<file path="src/barometer_temp_pressure_compensation_core_assert.svh">
// Assertion macros for the barometer compensation core.
`ifndef BAROMETER_TEMP_PRESSURE_COMPENSATION_CORE_ASSERT_SVH
`define BAROMETER_TEMP_PRESSURE_COMPENSATION_CORE_ASSERT_SVH
// Implication checked on every clock edge outside reset.
`define BTPC_ASSERT_IMPL(label, clk, rst_n, ante, cons, msg) \
    label: assert property (@(posedge clk) disable iff (!rst_n) (ante) |-> (cons)) \
        else $error(msg);
// Next-cycle implication checked outside reset.
`define BTPC_ASSERT_NEXT(label, clk, rst_n, ante, cons, msg) \
    label: assert property (@(posedge clk) disable iff (!rst_n) (ante) |=> (cons)) \
        else $error(msg);
`endif

</file>
<file path="src/btpc_pkg.sv">
// Package with widths, stage counts and helpers for the barometer compensation core.
`default_nettype none
package btpc_pkg;
    localparam int CAL_W = 48;
    localparam int CFG_IDX_W = 2;
    localparam int DIV_STAGES = 32;

    typedef enum logic [1:0] {
        REG_CAL_T  = 2'd0,
        REG_CAL_PA = 2'd1,
        REG_CAL_PB = 2'd2,
        REG_CAL_PC = 2'd3
    } t_reg_idx;

    // Arithmetic right shift of a 32-bit word.
    function automatic logic [31:0] asr(input logic [31:0] v, input int s);
        asr = 32'($signed(v) >>> s);
    endfunction

    // Sign-extended 16-bit calibration word.
    function automatic logic [31:0] sw(input logic [15:0] w);
        sw = {{16{w[15]}}, w};
    endfunction
endpackage
`default_nettype wire

</file>
<file path="src/btpc_divider.sv">
// Pipelined restoring 32-bit unsigned divider, one quotient bit per stage.
`default_nettype none
module btpc_divider #(
    parameter int STAGES = btpc_pkg::DIV_STAGES
) (
    input  wire logic        i_clk,
    input  wire logic        i_rst_n,
    input  wire logic        i_en,
    input  wire logic        i_valid,
    input  wire logic [31:0] i_num,
    input  wire logic [31:0] i_den,
    output logic             o_valid,
    output logic [31:0]      o_quot
);
    logic [STAGES:0]       r_vld;
    logic [31:0]           r_num [STAGES+1];
    logic [31:0]           r_den [STAGES+1];
    logic [31:0]           r_rem [STAGES+1];

    always_comb begin
        r_vld[0] = i_valid;
        r_num[0] = i_num;
        r_den[0] = i_den;
        r_rem[0] = '0;
    end

    // Each stage shifts in one dividend bit and subtracts when it fits.
    for (genvar g = 0; g < STAGES; g++) begin : g_st
        logic [32:0] n_trial;
        logic        n_fit;
        always_comb begin
            n_trial = {r_rem[g], r_num[g][31]};
            n_fit   = n_trial >= {1'b0, r_den[g]};
        end
        always_ff @(posedge i_clk) begin
            if (!i_rst_n) begin
                r_vld[g+1] <= 1'b0;
            end else if (i_en) begin
                r_vld[g+1] <= r_vld[g];
            end
            if (i_en) begin
                r_rem[g+1] <= n_fit ? 32'(n_trial - {1'b0, r_den[g]}) : n_trial[31:0];
                r_num[g+1] <= {r_num[g][30:0], n_fit};
                r_den[g+1] <= r_den[g];
            end
        end
    end

    assign o_valid = r_vld[STAGES];
    assign o_quot  = r_num[STAGES];
endmodule
`default_nettype wire

</file>
<file path="config.mk">
export PLATFORM = sky130hd
export DESIGN_NAME = btpc_divider
export DESIGN_NICKNAME = d
export VERILOG_FILES = /design/src/barometer_temp_pressure_compensation_core_assert.svh /design/src/btpc_pkg.sv /design/src/btpc_divider.sv
export SDC_FILE = /design/constraint.sdc
export NUM_CORES = 2
export LEC_CHECK = 0
export BUFFER_PORTS_ARGS = -buffer_cell sky130_fd_sc_hd__buf_2
export CORE_MARGIN = 2
export CORE_UTILIZATION = 35
export DETAILED_ROUTE_END_ITERATION = 16
export PLACE_DENSITY = 0.47
export SLEW_MARGIN = 25
export SYNTH_ARGS = -nofsm -noshare
export SYNTH_HDL_FRONTEND = slang
export SYNTH_SLANG_ARGS = --single-unit
</file>
<file path="constraint.sdc">
create_clock -name i_clk -period 4.55 [get_ports i_clk]
set_clock_uncertainty 0.2 [all_clocks]
set_input_delay 0.455 -clock i_clk [delete_from_list [all_inputs] [get_ports i_clk]]
set_output_delay 0.455 -clock i_clk [all_outputs]
set_load 0.1 [all_outputs]
</file>
# Yosys cells after proc, flatten, opt, wreduce, memory -nomap -nowiden

Cells that the tools add are included.

Add/sub/neg operators: 31
Magnitude comparators: 32
Muxes and demuxes: 31

Operators by type and width:

| cell                           | number |
|---|---|
| >= comparator 33 x 32 -> 1 bit | 31 |
| two-way mux 32 bit             | 30 |
| subtractor 32 bit              | 30 |
| >= comparator 1 x 32 -> 1 bit  | 1 |
| subtractor 1 x 32 -> 32 bit    | 1 |
| two-way mux 1 bit              | 1 |

Register bits after elaboration: 3,040
Input port bits: 68
Output and inout port bits: 33
Word-level logic and storage cells: 221

# Logic depth before layout (Yosys ltp)

Word-level depth: 2
Depth in mapped cells: 17
Mapped depth without buffers: 14

# Worst setup path before layout

OpenSTA, ideal clock, no wires.

Path type: register to register
Start point: reg r_den[641] (netlist bit)
End point: reg r_rem, in the netlist g_st[13].n_trial[25] (data pin)
Setup time: 0.260 ns
Data arrival time: 3.327 ns
Data required time: 4.090 ns
Slack: 0.763 ns
Cell stages (with the launch flop): 15
Buffers on the path: 1
Clock period less this slack: 3.787 ns
Cells stage by stage: edfxtp_1 -> inv_1 -> ha_1 -> nor2b_1 -> o31a_1 -> o311a_1 -> o21ai_1 -> a31oi_1 -> a211oi_2 -> o21ai_1 -> a21oi_1 -> o21ai_1 -> a2111oi_4 -> buf_6 -> mux2_2

Longest elaborated chain between the ends: 2
Elaborated cells on any way between the ends: 3
Those cells by class: add/sub: 1; order compare: 1; mux: 1

RTL lines:

| what                                                                | RTL line                               | RTL |
|---|---|---|
| from (decl)                                                         | btpc_divider.sv:17                     | `logic [31:0] r_den [STAGES+1];` |
| from (signal, indexed assignment)                                   | btpc_divider.sv:44                     | `r_den[g+1] <= r_den[g];` |
| subtractor 32 bit or >= comparator 33 x 32 -> 1 bit (tied branches) | btpc_divider.sv:42, btpc_divider.sv:33 |  |
| two-way mux 32 bit *                                                | btpc_divider.sv:42                     | `r_rem[g+1] <= n_fit ? 32'(n_trial - {1'b0, r_den[g]}) : n_trial[31:0];` |
| to (signal, indexed assignment)                                     | btpc_divider.sv:42                     |  |
| to (decl)                                                           | btpc_divider.sv:18                     | `logic [31:0] r_rem [STAGES+1];` |

Mark *: on every way between the ends. The rest lies on a longest branch, timed or not.
A chain may end at the register's enable or synchronous reset.

# Worst setup path in the final report

Start point: reg r_den[460] (netlist bit)
End point: reg r_rem, in the netlist g_st[19].n_trial[14] (data pin)

Same word-level chain as after synthesis.

==> metrics.csv <==
metric;value;unit
crit_path_max_incr_delay;0.47;ns
power_density;719;nW/um^2
areaGrowthSynthToFinish;14.6;%
ys_seq_area_frac;0.587;
clock_latency;0.96;ns
crit_chain;inv_1 -> ha_1 -> a21oi_1 -> o2111ai_1 -> o2111ai_1 -> nand2_1 -> a21oi_1 -> o211ai_1 -> a311oi_1 -> buf_4 -> o21ai_4 -> buf_12 -> mux2_2;
final.period_utilization;0.952;
yosysUniqueCellTypes;92;
end_kind;flip-flop;
firstDrtPassIters;5;
wl;401;mm
die_y;669;um
grt_antenna_before_repair;9;
finalCriticalPeriod;4.33;ns
initial_core_util;0.351;
drt_iter0_drc;6872;
wire_per_inst;20.7;um
maxCapViolations;0;
leakage;70.1;nW
avgSynthCellArea;12.2;um^2
ys.flop_type;edfxtp_1;
grt_pass1_wl;607;mm
cts_buffers;358;
tightest_slew;1.05;ns
root_buffer;clkbuf_16;
core;441000;um^2
cts.clk_slew.worst_paths;0.06;ns
syn-instance-count;12700;
port_buffers;100;
crit_path_max_fanout;28;
slew_headroom;0.298;
hpwl;299;mm
clock_sinks;3040;
slew_violations;0;
synthesis.nets;13700;
utilization;0.403;
status;finished clean;
pin_count;101;
finalHoldViolations;0;
grt_pass1_vias;98600;
drive_gt1_frac;0.111;
grt_start_max_net_pins;114;
vias_per_cell;5.06;
finalPower;128;mW
ys_ff_latch;3040;
fp.dieW;669;um
crit_family;compound AO/OA/AOI/OAI gates;
path_class;flip-flop to flip-flop;
yosys_warnings;0;
synth-edff-count;3008;
gp_congestion;0.890;
fmax;0.231;GHz
overflow;0;
num_vias;98000;
cts_tree;built;
dieArea;448000;um^2
hp-class;input port to flip-flop;
crit_path_start_kind;flip-flop;
track_usage;0.173;
slowest_stage;edfxtp_1;
ant_nets;0;
vdd_drop_max;0.400;mV
cts-htree-levels;5;
nets;14300;
crit_buf_inv;3;
synth_area;155000;um^2
setup_viol;0;
async_reset_ff_frac;0;
required;5.03;ns
clock_path_buffers;4;
drc;0;
std_cell_rows;244;
arrival;4.81;ns
## sequential cells by signal, indices dropped and copies added (netlist names)
name / count
o_quot: 32
r_num: 961
r_den: 992
g_st.n_trial: 1023
r_vld: 31
o_valid: 1
## report_power, final
group / total [mW] / switching, mW / internal, mW
sequential: 44.6 / 4.55 / 40.1
clock: 29.1 / 12.1 / 17.0
combinational: 54.1 / 30.2 / 23.9
total: 128 / 46.8 / 81.0
## timing repair
| item | 4_1_cts | 5_1_grt |
|---|---|---|
| hold endpoints to repair | 160 | 0 |
| resized for setup | 0 | 9 |
| hold buffers | 123 | 0 |
| buffers inserted | 0 | 1 |
| setup endpoints to repair | 0 | 59 |
## final timing paths
| check | startpoint | to | slack [ns] | cells after the start |
|---|---|---|---|---|
| max reg2reg | r_den[460]$_DFFE_PP_ | g_st[19].n_trial[14]$_DFFE_PP_ | 0.22 | 13 |
| min | i_num[18] | r_num[1011]$_DFFE_PP_ | 0.08 | 2 |
| min reg2reg | r_num[548]$_DFFE_PP_ | r_num[517]$_DFFE_PP_ | 0.19 | 0 |
| max | r_den[460]$_DFFE_PP_ | g_st[19].n_trial[14]$_DFFE_PP_ | 0.22 | 13 |
## placed cells by master (no fill, tap or decap), drive strengths merged, types with 125 or more instances in the layout
master and n:
o21bai 125, xor2 327, a21o 487, clkbuf 410, clkinv 155, nand3 170, nand2 772, mux2 467
a21oi 1041, o21a 132, o21ai 701, nor2b 179, nor2 652, ha 994, nor3 143, inv 1248
nand4 156, xnor2 496, edfxtp 3008, buf 379
## cells in the mapped netlist, types with 30 or more instances
master / n / share of area
or2_2: 40 / 0.0016
and2_1: 33 / 0.0013
xnor2_1: 496 / 0.028
ha_1: 994 / 0.080
fa_1: 30 / 0.0039
and3_1: 79 / 0.0032
a21oi_1: 1040 / 0.034
mux2_2: 467 / 0.034
mux2i_1: 75 / 0.0048
buf_2: 50 / 0.0016
a21o_1: 487 / 0.024
xor2_1: 327 / 0.018
nand4_1: 156 / 0.0063
clkbuf_1: 237 / 0.0057
buf_4: 34 / 0.0016
a21boi_0: 59 / 0.0029
nor4_1: 46 / 0.0019
nand2_1: 772 / 0.019
o21bai_1: 125 / 0.0061
o31ai_1: 64 / 0.0031
o21a_1: 132 / 0.0064
a31oi_1: 113 / 0.0046
o211ai_1: 38 / 0.0018
nor2b_1: 179 / 0.0072
o21ai_0: 685 / 0.022
inv_1: 1232 / 0.030
nand3_1: 170 / 0.0055
nor2_1: 652 / 0.016
dfxtp_1: 32 / 0.0041
edfxtp_1: 3008 / 0.58
a211oi_1: 69 / 0.0033
nand2b_1: 124 / 0.0050
nor3_1: 143 / 0.0046
## routing by layer
layer,share of wire,global-route usage,up-vias
li1,-,-,47800
met1,0.45,0.228,47800
met2,0.49,0.301,1876
met3,0.035,0.0192,582
met4,0.030,0.0502,0
met5,0,0,-
## layout make-up
cell class / count / area [um^2]
repair buffers: 503 / 4630
well taps: 5904 / 7390
inverters: 1233 / 4630
flip-flops and latches: 3040 / 91000
clock inverters: 243 / 2750
clock buffers: 409 / 9170
fillers: 41600 / 263000
diodes: 7 / 17.5
multi-input cells: 8041 / 58100
## worst register-to-register path, stage by stage, from the launching register on
cell and delay (ns):
edfxtp_1 0.47, inv_1 0.08, ha_1 0.34, a21oi_1 0.42, o2111ai_1 0.32, o2111ai_1 0.44, nand2_1 0.15, a21oi_1 0.25
o211ai_1 0.22, a311oi_1 0.35, buf_4 0.18, o21ai_4 0.10, buf_12 0.21, mux2_2 0.35
## cells by family after synthesis
logic type / count (synthesis) / share of synthesized area
AO/OA/AOI/OAI: 3160 / 0.128
AND/OR/NAND/NOR: 2492 / 0.0760
flip-flops: 3040 / 0.587
multiplexers: 542 / 0.0388
adder cells (fa/ha/maj): 1024 / 0.0841
buffers and inverters: 1573 / 0.0395
XOR/XNOR: 823 / 0.0465
## through the flow
stage | std cells | setup WS, ns | hold WS (ns) | cell area [um^2] | TNS [ns]
after floorplan | 12700 | 0.763 | 0.200 | 155000 | 0
after global placement | 18600 | 0.204 | 0.201 | 164000 | 0
after detailed placement | 18600 | 0.261 | 0.205 | 164000 | 0
after CTS | 19400 | 0.199 | 0.00632 | 178000 | 0
after global routing | 19400 | -0.00362 | 0.0545 | 178000 | -0.00362
final | 19400 | 0.220 | 0.0798 | 178000 | 0
(Power assumes the default switching activity.)
